$ cat config.mk
export PLATFORM = sky130hd
export DESIGN_NAME = positional_array_list
export DESIGN_NICKNAME = d
export VERILOG_FILES = /design/src/sv/pal_pkg.sv /design/src/sv/pal_ctrl.sv /design/src/sv/pal_datapath.sv /design/src/sv/positional_array_list.sv
export SDC_FILE = /design/constraint.sdc
export NUM_CORES = 2
export LEC_CHECK = 0
export BUFFER_PORTS_ARGS = -buffer_cell sky130_fd_sc_hd__buf_2
export CAP_MARGIN = 20
export CORE_UTILIZATION = 45
export CTS_BUF_LIST = sky130_fd_sc_hd__clkbuf_8
export DETAILED_ROUTE_END_ITERATION = 10
export PLACE_DENSITY = 0.68
export SKIP_LAST_GASP = 1
export SYNTH_ARGS = -nofsm -noshare
export SYNTH_HDL_FRONTEND = slang
export SYNTH_SLANG_ARGS = --single-unit
$ cat constraint.sdc
create_clock -name clk -period 9.5 [get_ports clk]
set_clock_uncertainty 0.15 [all_clocks]
set_input_delay 1.9 -clock clk [delete_from_list [all_inputs] [get_ports clk]]
set_output_delay 1.9 -clock clk [all_outputs]
set_load 0.03 [all_outputs]
$ cat src/sv/pal_pkg.sv
// Package for the positional array list: sizes, operation codes, controller
// states and the command/status structs between controller and datapath.
// No dependencies.
`default_nettype none

package pal_pkg;

  localparam int CAPACITY   = 64;
  localparam int ITEM_WIDTH = 32;

  // Port widths fixed by the interface.
  localparam int OP_W  = 3;
  localparam int POS_W = 7;
  localparam int VAL_W = 32;
  localparam int CNT_OUT_W = 7;

  // Internal widths derived from the capacity.
  localparam int IDX_W = $clog2(CAPACITY);
  localparam int CNT_W = $clog2(CAPACITY + 1);
  localparam int CMP_W = ((CNT_W > POS_W) ? CNT_W : POS_W) + 1;

  typedef enum logic [OP_W-1:0] {
    OP_INSERT = 3'd0,
    OP_REMOVE = 3'd1,
    OP_READ   = 3'd2,
    OP_WRITE  = 3'd3,
    OP_CLEAR  = 3'd4
  } op_t;

  typedef enum logic [2:0] {
    S_IDLE,
    S_DECODE,
    S_MOVE_RD,
    S_MOVE_WR,
    S_WR_ITEM,
    S_FINISH
  } state_t;

  typedef struct packed {
    logic load;
    logic decode;
    logic rd_entry;
    logic wr_item;
    logic rd_move;
    logic wr_move;
    logic finish;
  } cmd_t;

  typedef struct packed {
    logic ins_go;
    logic rem_go;
    logic rd_go;
    logic wr_go;
    logic ins_direct;
    logic rem_direct;
    logic move_last;
    logic is_insert;
  } status_t;

endpackage

`default_nettype wire

$ cat src/sv/pal_ctrl.sv
// Controller of the positional array list: request handshake, sequencing
// of the entry moves and the result handshake. Depends on pal_pkg.
`default_nettype none

module pal_ctrl
  import pal_pkg::*;
(
  input  wire     clk,
  input  wire     rst,
  input  wire     in_valid,
  output logic    in_ready,
  output logic    out_valid,
  input  wire     out_ready,
  input  status_t status,
  output cmd_t    cmd
);

  state_t state, state_next;

  always_ff @(posedge clk) begin
    if (rst) begin
      state     <= S_IDLE;
      out_valid <= 1'b0;
    end else begin
      state <= state_next;
      if (cmd.finish) begin
        out_valid <= 1'b1;
      end else if (out_ready) begin
        out_valid <= 1'b0;
      end
    end
  end

  always_comb begin
    state_next = state;
    cmd        = '0;
    in_ready   = 1'b0;
    case (state)
      S_IDLE: begin
        in_ready = 1'b1;
        if (in_valid) begin
          cmd.load   = 1'b1;
          state_next = S_DECODE;
        end
      end
      S_DECODE: begin
        cmd.decode = 1'b1;
        state_next = S_FINISH;
        if (status.ins_go) begin
          if (status.ins_direct) begin
            cmd.wr_item = 1'b1;
          end else begin
            state_next = S_MOVE_RD;
          end
        end else if (status.rem_go) begin
          if (!status.rem_direct) begin
            state_next = S_MOVE_RD;
          end
        end else if (status.rd_go) begin
          cmd.rd_entry = 1'b1;
        end else if (status.wr_go) begin
          cmd.wr_item = 1'b1;
        end
      end
      S_MOVE_RD: begin
        cmd.rd_move = 1'b1;
        state_next  = S_MOVE_WR;
      end
      S_MOVE_WR: begin
        cmd.wr_move = 1'b1;
        if (status.move_last) begin
          state_next = status.is_insert ? S_WR_ITEM : S_FINISH;
        end else begin
          state_next = S_MOVE_RD;
        end
      end
      S_WR_ITEM: begin
        cmd.wr_item = 1'b1;
        state_next  = S_FINISH;
      end
      S_FINISH: begin
        if (!out_valid || out_ready) begin
          cmd.finish = 1'b1;
          state_next = S_IDLE;
        end
      end
      default: begin
        state_next = S_IDLE;
      end
    endcase
  end

endmodule

`default_nettype wire

$ cat src/sv/pal_datapath.sv
// Datapath of the positional array list: request registers, entry memory,
// move index, length counter and result registers. Depends on pal_pkg.
`default_nettype none

module pal_datapath
  import pal_pkg::*;
(
  input  wire                  clk,
  input  wire                  rst,
  input  cmd_t                 cmd,
  output status_t              status,
  input  wire [OP_W-1:0]       operation,
  input  wire [POS_W-1:0]      position,
  input  wire [VAL_W-1:0]      item_value,
  output logic                 ok,
  output logic [VAL_W-1:0]     read_value,
  output logic [CNT_OUT_W-1:0] item_count,
  output logic                 is_empty
);

  logic [OP_W-1:0]       op_q;
  logic [POS_W-1:0]      pos_q;
  logic [ITEM_WIDTH-1:0] item_q;
  logic [CNT_W-1:0]      count;
  logic [IDX_W-1:0]      idx;
  logic                  ok_q;
  logic [ITEM_WIDTH-1:0] rdata;
  logic [ITEM_WIDTH-1:0] mem [CAPACITY];

  logic [CMP_W-1:0]      pos_c, cnt_c, pm1;
  logic [IDX_W-1:0]      pidx;
  logic                  pos_nz, acc_range;
  logic                  we, re;
  logic [IDX_W-1:0]      waddr, raddr;
  logic [ITEM_WIDTH-1:0] wdata;
  logic [CNT_W-1:0]      count_next;
  logic [ITEM_WIDTH+VAL_W-1:0] item_ext, rd_ext;
  logic [CNT_W+CNT_OUT_W-1:0]  cnt_ext;

  assign pos_c     = CMP_W'(pos_q);
  assign cnt_c     = CMP_W'(count);
  assign pm1       = pos_c - CMP_W'(1);
  assign pidx      = pm1[IDX_W-1:0];
  assign pos_nz    = (pos_q != '0);
  assign acc_range = pos_nz && (pos_c <= cnt_c);

  always_comb begin
    status            = '0;
    status.is_insert  = (op_q == OP_INSERT);
    status.ins_go     = status.is_insert && pos_nz && (pos_c <= cnt_c + CMP_W'(1))
                        && (cnt_c < CMP_W'(CAPACITY));
    status.rem_go     = (op_q == OP_REMOVE) && acc_range;
    status.rd_go      = (op_q == OP_READ) && acc_range;
    status.wr_go      = (op_q == OP_WRITE) && acc_range;
    status.ins_direct = (pos_c == cnt_c + CMP_W'(1));
    status.rem_direct = (pos_c == cnt_c);
    if (status.is_insert) begin
      status.move_last = ((idx - IDX_W'(1)) == pidx);
    end else begin
      status.move_last = ((CMP_W'(idx) + CMP_W'(2)) == cnt_c);
    end
  end

  // Memory port control: one write and one registered read per cycle.
  assign item_ext = {{VAL_W{1'b0}}, item_value};
  assign we       = cmd.wr_item || cmd.wr_move;
  assign waddr    = cmd.wr_item ? pidx : idx;
  assign wdata    = cmd.wr_item ? item_q : rdata;
  assign re       = cmd.rd_entry || cmd.rd_move;

  always_comb begin
    if (cmd.rd_entry) begin
      raddr = pidx;
    end else if (status.is_insert) begin
      raddr = idx - IDX_W'(1);
    end else begin
      raddr = idx + IDX_W'(1);
    end
  end

  always_ff @(posedge clk) begin
    if (we) begin
      mem[waddr] <= wdata;
    end
    if (re) begin
      rdata <= mem[raddr];
    end
  end

  always_comb begin
    count_next = count;
    if (ok_q) begin
      case (op_q)
        OP_INSERT: count_next = count + CNT_W'(1);
        OP_REMOVE: count_next = count - CNT_W'(1);
        OP_CLEAR:  count_next = '0;
        default:   count_next = count;
      endcase
    end
  end

  assign rd_ext  = {{VAL_W{1'b0}}, rdata};
  assign cnt_ext = {{CNT_OUT_W{1'b0}}, count_next};

  always_ff @(posedge clk) begin
    if (rst) begin
      count <= '0;
    end else if (cmd.finish) begin
      count <= count_next;
    end
  end

  always_ff @(posedge clk) begin
    if (cmd.load) begin
      op_q   <= operation;
      pos_q  <= position;
      item_q <= item_ext[ITEM_WIDTH-1:0];
    end
    if (cmd.decode) begin
      ok_q <= status.ins_go || status.rem_go || status.rd_go || status.wr_go
              || (op_q == OP_CLEAR);
      idx  <= status.is_insert ? count[IDX_W-1:0] : pidx;
    end else if (cmd.wr_move) begin
      idx  <= status.is_insert ? idx - IDX_W'(1) : idx + IDX_W'(1);
    end
    if (cmd.finish) begin
      ok         <= ok_q;
      read_value <= (ok_q && (op_q == OP_READ)) ? rd_ext[VAL_W-1:0] : '0;
      item_count <= cnt_ext[CNT_OUT_W-1:0];
      is_empty   <= (count_next == '0);
    end
  end

  a_count_bound : assert property (@(posedge clk) disable iff (rst)
    CNT_W'(CAPACITY) >= count)
    else $error("list length above capacity");

  a_one_write : assert property (@(posedge clk) disable iff (rst)
    cmd.wr_move |-> !cmd.wr_item)
    else $error("two memory writes in one cycle");

  a_clear_empties : assert property (@(posedge clk) disable iff (rst)
    (cmd.finish && (op_q == OP_CLEAR)) |=> (count == '0) && is_empty)
    else $error("clear left items in the list");

  a_insert_grows : assert property (@(posedge clk) disable iff (rst)
    (cmd.finish && ok_q && (op_q == OP_INSERT)) |=> (count == $past(count) + CNT_W'(1)))
    else $error("successful insert did not grow the list");

endmodule

`default_nettype wire

$ cat src/sv/positional_array_list.sv
// Top level of the positional array list: joins the controller and the
// datapath. Depends on pal_pkg, pal_ctrl and pal_datapath.
// A request goes from idle to decode; an insert or remove moving entries
// then reads and writes each one in turn through the single entry memory,
// and such an insert then writes its item. The finish state waits while the
// last result is unaccepted; a new request is taken only back in idle.
// Reset clears the length and the handshake state; stored entries are not
// cleared, and none is reachable before it is written.
`default_nettype none

module positional_array_list
  import pal_pkg::*;
(
  input  wire                  clk,
  input  wire                  rst,
  input  wire                  in_valid,
  output logic                 in_ready,
  input  wire [OP_W-1:0]       operation,
  input  wire [POS_W-1:0]      position,
  input  wire [VAL_W-1:0]      item_value,
  output logic                 out_valid,
  input  wire                  out_ready,
  output logic                 ok,
  output logic [VAL_W-1:0]     read_value,
  output logic [CNT_OUT_W-1:0] item_count,
  output logic                 is_empty
);

  // The controller walks each request through decode, the entry moves and
  // the result write; the datapath holds the list and reports where the
  // request stands.
  cmd_t    cmd;
  status_t status;

  pal_ctrl u_ctrl (
    .clk       (clk),
    .rst       (rst),
    .in_valid  (in_valid),
    .in_ready  (in_ready),
    .out_valid (out_valid),
    .out_ready (out_ready),
    .status    (status),
    .cmd       (cmd)
  );

  // The result registers live in the datapath, so a new request can be
  // taken while the previous result still waits for the consumer.
  pal_datapath u_datapath (
    .clk        (clk),
    .rst        (rst),
    .cmd        (cmd),
    .status     (status),
    .operation  (operation),
    .position   (position),
    .item_value (item_value),
    .ok         (ok),
    .read_value (read_value),
    .item_count (item_count),
    .is_empty   (is_empty)
  );

endmodule

`default_nettype wire
---- Yosys cells after proc, flatten, opt, wreduce, memory -nomap -nowiden ----
Memories as Yosys holds them, arrays and structs flattened. A register that Yosys moved wholly into a read port is not among the register bits.
Cells that the tools add are included.
storage, ports and cells
  RAM bits ................................ 2,048
  logic and storage cells ................. 100
  register bits after elaboration ......... 101
  bits in read-only memories .............. 0
  input port bits ......................... 46
  bits in latches ......................... 0
  memories ................................ 1
operators by class
  $lt $le $gt $ge ......................... 3
  add/subtract/negate cells ............... 7
  mux-type cells .......................... 39
  bitwise logic cells ..................... 0
  equal/unequal tests ..................... 15
  div/mod/pow operators ................... 0
  multipliers ............................. 0
  reductions and logical operators ........ 23
  shift operators ......................... 0
memories
  memory          words  bits a word  rd ports  clocked after Yosys merged registers in  wr ports  RTL line            source
  u_datapath.mem  64     32           1         1                                        1         pal_datapath.sv:28  logic [ITEM_WIDTH-1:0] mem [CAPACITY];
operators with widths
  cell                                               count
  2-to-1 mux 6 bit                                   6
  2-to-1 mux 32 bit                                  1
  2-to-1 mux 3 bit                                   7
  case mux 7 bit (3 select lines)                    1
  2-to-1 mux 1 bit                                   19
  case mux 3 bit (6 select lines)                    1
  == test 3 x 2 -> 1 bit (second input constant)     4
  subtractor 6 x 1 -> 6 bit (second input constant)  2
  == test 3 bit (second input constant)              3
  adder 7 x 1 -> 8 bit (second input constant)       1
  == test 7 x 8 -> 1 bit                             1
  == test 8 x 7 -> 1 bit                             1
  less-or-equal comparator 7 x 8 -> 1 bit            1
  logical AND 1 bit                                  8
  adder 6 x 2 -> 7 bit (second input constant)       1
  adder 7 x 1 -> 7 bit (second input constant)       1
  == test 7 bit                                      1
  less-or-equal comparator 7 bit                     1
  zero test 7 bit                                    1
  logical OR 1 bit                                   7
  < comparator 7 bit (second input constant)         1
  2-to-1 mux 7 bit                                   1
  nonzero test 7 bit                                 1
  subtractor 7 x 1 -> 7 bit (second input constant)  1
  other kinds (11)                                   15

---- Depth between registers and ports, before layout ----
  word-level depth ........................ 11
  mapped depth ............................ 17
  mapped depth without buffers ............ 13

---- Hierarchy ----
Synthesis repeated with hierarchy kept, for this count alone.
unflattened totals
  cells, all modules ...................... 6,073
  area total of the unflattened synthesis .. 87,252.4 um^2
by module, submodules not included
  module        area each (um^2)  cells each  times used  sequential area each (um^2)
  pal_datapath  86,908.4          6,032       1           65,302.6
  pal_ctrl      344.1             41          1           80.1

---- Worst setup path after synthesis ----
Ideal clock, no wire load.
  path kind ............................... reg-to-reg
  from .................................... reg u_datapath.count[0]
  to ...................................... mem u_datapath.mem[24][0], enable pin
  data required time ...................... 8.929 ns
  data arrival time ....................... 4.517 ns
  setup time .............................. 0.421 ns
  cell stages (with the launch flop) ...... 15
  setup slack ............................. 4.411 ns
  cell sequence ........................... dfxtp_1 -> ha_1 -> nand2_1 -> or3_1 -> xnor2_1 -> ha_1 -> nand3_1 -> or2_2 -> o32ai_1 -> a21oi_2 -> nor2_2 -> mux2_2 -> or2_2 -> clkbuf_1 -> nor2_1
between the ends
  longest elaborated chain between the ends .. 11
ends and longest elaborated chain
  element                                                       RTL line             source
  start, declared                                               pal_datapath.sv:24   logic [CNT_W-1:0] count;
  start signal, assigned                                        pal_datapath.sv:109  count <= count_next;
  branches (longest 6 deep; another with adder 7 x 1 -> 8 bit)  n/a
  2-to-1 mux 1 bit *                                            pal_ctrl.sv:49       if (status.ins_go) begin
  case mux 1 bit (2 select lines) *                             pal_ctrl.sv:38       case (state)
  logical OR 1 bit                                              pal_datapath.sv:66   assign we = cmd.wr_item || cmd.wr_move;
  2-to-1 mux 1 bit                                              pal_datapath.sv:82   if (we) begin
  2-to-1 mux 1 bit (implied by the code)                        pal_datapath.sv:83   mem[waddr] <= wdata;
  end, declared                                                 pal_datapath.sv:28
Every way passes the cells marked *.

---- Worst setup path after layout ----
  from .................................... reg u_datapath.pos_q[0]
  to ...................................... reg u_datapath.rdata[17] (read register of u_datapath.mem), data pin
between the ends
  longest elaborated chain between the ends .. 8
ends and longest elaborated chain
  element                                                               RTL line                                source
  start, declared                                                       pal_datapath.sv:22                      logic [POS_W-1:0] pos_q;
  start signal, assigned                                                pal_datapath.sv:116                     pos_q <= position;
  less-or-equal comparator 7 bit or nonzero test 7 bit (tied branches)  pal_datapath.sv:45, pal_datapath.sv:44
  logical AND 1 bit                                                     pal_datapath.sv:45                      assign acc_range = pos_nz && (pos_c <= cnt_c);
  logical AND 1 bit                                                     pal_datapath.sv:53                      status.rd_go = (op_q == OP_READ) && acc_range;
  2-to-1 mux 1 bit                                                      pal_ctrl.sv:59                          end else if (status.rd_go) begin
  2-to-1 mux 2 bit                                                      pal_ctrl.sv:55                          end else if (status.rem_go) begin
  2-to-1 mux 1 bit                                                      pal_ctrl.sv:49
  2-to-1 mux 2 bit                                                      pal_ctrl.sv:38
  2-to-1 mux 6 bit or logical OR 1 bit (tied branches)                  pal_datapath.sv:72, pal_datapath.sv:69
  end, declared                                                         pal_datapath.sv:27                      logic [ITEM_WIDTH-1:0] rdata;
Several ways; a longest one is shown, not always the timed one.
A chain may end at the register's enable or synchronous reset.

==> summary.txt <==
Routing
  – Met3 wire length: 23.1 mm
  – Highest Signal Layer: met5
  – Detailed-route via count: 48800
  – Total routed wirelength: 236 mm
  – Total met2 wirelength after detailed routing: 110 mm
  – Detailed-router iteration count before antenna repair: 7
  – Avg Vias per Cell: 5.97
  – DRC marker count from the first detailed-route iteration: 6279
  – Antenna violation net count after detailed routing: 0
  – Remaining routing DRC violations: 0
  – Post-route met1 wirelength: 89.9 mm
  – Mean routed wirelength per cell: 28.8 µm

Critical path
  – Worst Path Required: 10.13 ns
  – Worst-path fanout max: 47
  – Startpoint type of the worst setup path: register
  – Data arrival, critical path: 6.88 ns
  – Destination of the worst register-to-register timing path: u_datapath.rdata[17]
  – Setup slack, reg-to-reg: 3.25 ns
  – Nature of the critical path endpoint: register
  – Reg2reg start: u_datapath.pos_q[0]
  – R2R cell count: 12
  – Start-to-end type of the worst setup path: register to register

Synthesis
  – Sequential element share of the synthesized area: 76.4%
  – #FFs+latches synth: 2181
  – Synth Area per Inst: 16.4 µm²
  – Synth area leaders: sky130_fd_sc_hd__edfxtp_1, sky130_fd_sc_hd__mux2i_1, sky130_fd_sc_hd__nand2_1, sky130_fd_sc_hd__o22ai_1, sky130_fd_sc_hd__nand3_1
  – Area fraction of the dominant cell type after synthesis: 76.1%
  – Synth warn: 0
  – Post-synth EDFFs: 2170
  – Number of instances in the synthesized netlist: 5210
  – Syn Std Cell Area: 0.0856 mm²
  – Primary flip-flop cell chosen by synthesis mapping: sky130_fd_sc_hd__edfxtp_1
  – Cell accounting for the most synthesized area: sky130_fd_sc_hd__edfxtp_1
  – Synth async-reset ratio: 0%
  – Nets in the synthesized netlist: 5283
  – Post-synthesis cell type count: 69

STA
  – Minimum period implied by the final worst setup slack: 6.25 ns
  – Transition time of the tightest slew-check pin: 1.22 ns
  – Slew headroom: 18.7%
  – Summed negative setup slack over all endpoints: 0 ns
  – Final count of hold timing violations: 0
  – PnR worst setup slack: 3.25 ns
  – Number of pins with negative max-slew slack in the final report: 0
  – Top achievable clock speed: 160 MHz
  – WHS: 0.423 ns
  – Setup-failing EPs final: 0
  – Part of the cycle the worst path needs: 65.8%
  – Setup repair after global routing missed its margin: no

Placed design
  – Worst-case setup slack after placement: 3.22 ns
  – Half-perimeter wire length of the detailed placement result: 130 mm
  – Global placement routability congestion: 0.907
  – Buffers on Ports: 88
  – Instance area at placement: 0.0892 mm²

Power
  – Switching power total: 6720 µW
  – Internal power contribution: 15600 µW
  – Clock Power Share: 31.8%
  – Part of the power in registers: 49.0%
  – Worst IR drop on VDD: 0.126 mV
  – Power density cells: 233 mW/mm²
  – Logic pwr share: 19.2%
  – Static leakage: 0.0336 µW
  – Switching Fraction: 30.1%

Run
  – Max_cap viols: 0

Finish
  – Net count reported at finish: 5511
  – Most frequent standard cell in the layout excluding fill and tap cells: sky130_fd_sc_hd__edfxtp_1
  – Layout area overhead: 11.8%
  – Final design utilization: 50.8%
  – Fraction of layout cells with a size suffix above 1: 12.6%
  – Number of fillers in the final layout: 15100
  – Commonest cells after routing, fill and taps aside: sky130_fd_sc_hd__edfxtp_1, sky130_fd_sc_hd__mux2i_1, sky130_fd_sc_hd__nand2_1, sky130_fd_sc_hd__clkbuf_8, sky130_fd_sc_hd__o22ai_1
  – FF+latch area: 0.0654 mm²
  – Multi-input logic area: 0.0193 mm²
  – Post-layout instance area: 0.0956 mm²

Worst hold path
  – Class of the tightest hold or removal check: register to register
  – Hold Path Cell Cnt: 2
  – Capture endpoint of the worst hold path: u_ctrl.out_valid
  – Worst Min Path Start: u_ctrl.out_valid

Die
  – Vert. Die Dim: 438 µm
  – Die Footprint: 0.192 mm²
  – Starting Density: 45.4%
  – Number of top-level design ports: 89
  – Number of placement rows: 159
  – DIE WIDTH: 438 µm
  – Placeable core area: 0.188 mm²

Global routing
  – Pin count of the biggest net entering global routing: 168
  – Remaining global-route overflow: 0
  – Number of antenna violations at the first check in global routing: 13
  – Via count of the first global-routing pass: 46400
  – Overall fraction of global-route tracks in use: 23.9%
  – Global-route wire length before repair: 331 mm

Clock network
  – Hold Buf Count CTS: 0
  – Num CTS Buffers: 347
  – Total setup buffers inserted after CTS: 0
  – Clock tree from TritonCTS: built
  – Clock-pin slew reported for the worst setup and hold paths after clock tree synthesis: 0.07 ns
  – Number of H-tree levels: 5
  – Latest clock arrival within the worst-skew pair: 1.05 ns
  – CTS Root Cell: sky130_fd_sc_hd__clkbuf_8
  – Maximum number of buffers from clock root to sink: 4
  – Post-cts resize count: 0
  – Clock sinks: 2181

Status
  – Result of the run: complete, no violations
## logic make-up after synthesis
kind of cell,count (synthesis),synth area share (%)
buffers and inverters,336,1.97
and+or+nand+nor,1122,5.78
muxes,779,9.17
AOI/OAI and AO/OA,725,5.87
xor gates and xnor gates,40,0.409
DFF,2181,76.4
adders and majority gates,27,0.404
## how the worst max path moves through the flow
stage,startpoint,to,slack (ns),depth (start not counted)
final,u_datapath.pos_q[0],u_datapath.rdata[17],3.25,12
after detailed placement,u_datapath.op_q[2],u_datapath.rdata[17],3.22,10
after global routing,u_datapath.count[0],u_datapath.mem[7][2],3.05,13
after CTS,u_datapath.op_q[2],u_datapath.rdata[17],3.19,10
after global placement,u_datapath.op_q[2],u_datapath.rdata[17],3.35,10
after floorplan,u_datapath.count[0],u_datapath.mem[24][0],4.41,14
## per-stage QoR
step / std cells / total power [µW]
6_report: 8170 / 22300
5_1_grt: 8166 / 22900
4_1_cts: 8140 / 22300
3_5_place_dp: 7561 / 15300
3_3_place_gp: 7553 / 15300
2_1_floorplan: 5210 / 13600
## sequential cells by signal (all words and copies together) (netlist names), 3 cells and up
name                   count
u_ctrl.state               3
u_datapath.count           7
u_datapath.idx             6
u_datapath.item_count      7
u_datapath.item_q         32
u_datapath.mem          2048
u_datapath.op_q            3
u_datapath.pos_q           7
u_datapath.rdata          32
u_datapath.read_value     32
## power groups by stage
stage                     combinational, µW  sequential (µW)  clock [µW]
after floorplan                        2480            11100           0
after global placement                 4150            11100           0
after detailed placement               4200            11100           0
after CTS                              4200            10900        7170
after global routing                   4430            10900        7580
final                                  4290            10900        7100
## cells in the mapped netlist (all sizes together) (7+ instances only)
cell        n
a2111o     11
a21oi      20
a222oi     54
a31oi      73
a32o       10
a32oi      40
and3       42
and4       20
buf       218
clkbuf     99
dfxtp      11
edfxtp   2170
ha         26
inv        19
mux2       37
mux2i     742
nand2     595
nand2b      7
nand3     161
nand3b      7
nand4      47
nor2      193
nor3       18
o2111ai    40
o211ai     11
o21ai     141
o22ai     259
o2bb2a     20
o2bb2ai    11
xnor2      26
xor2       14
## layout make-up
type | instances | area share [%]
clock inverter | 226 | 1.09
clock buffer | 353 | 5.08
inverter | 19 | 0.0746
timing repair buffer | 196 | 1.97
sequential | 2181 | 68.4
tap | 2495 | 3.26
multi-input combinational | 2693 | 20.1
antenna | 7 | 0.0183
## metal layers
layer	track usage (%)	up-vias
li1	-	21000
met2	37.3	2514
met1	31.8	24800
met4	11.6	4
met5	0	-
met3	5.31	481
## worst max-delay path, stage by stage, from the launching register on
cell and delay [ns]:
sky130_fd_sc_hd__edfxtp_1 0.47, sky130_fd_sc_hd__inv_1 0.29, sky130_fd_sc_hd__ha_1 0.27, sky130_fd_sc_hd__or3b_4 0.43
sky130_fd_sc_hd__nor4_4 0.28, sky130_fd_sc_hd__nor2_2 0.13, sky130_fd_sc_hd__nand2_4 0.34, sky130_fd_sc_hd__mux2i_4 0.86
sky130_fd_sc_hd__buf_4 0.67, sky130_fd_sc_hd__o22ai_1 0.25, sky130_fd_sc_hd__o21ai_0 0.66, sky130_fd_sc_hd__nand4_1 0.65
sky130_fd_sc_hd__a2111o_1 0.50
No activity file was read; power rests on OpenSTA's default activity.
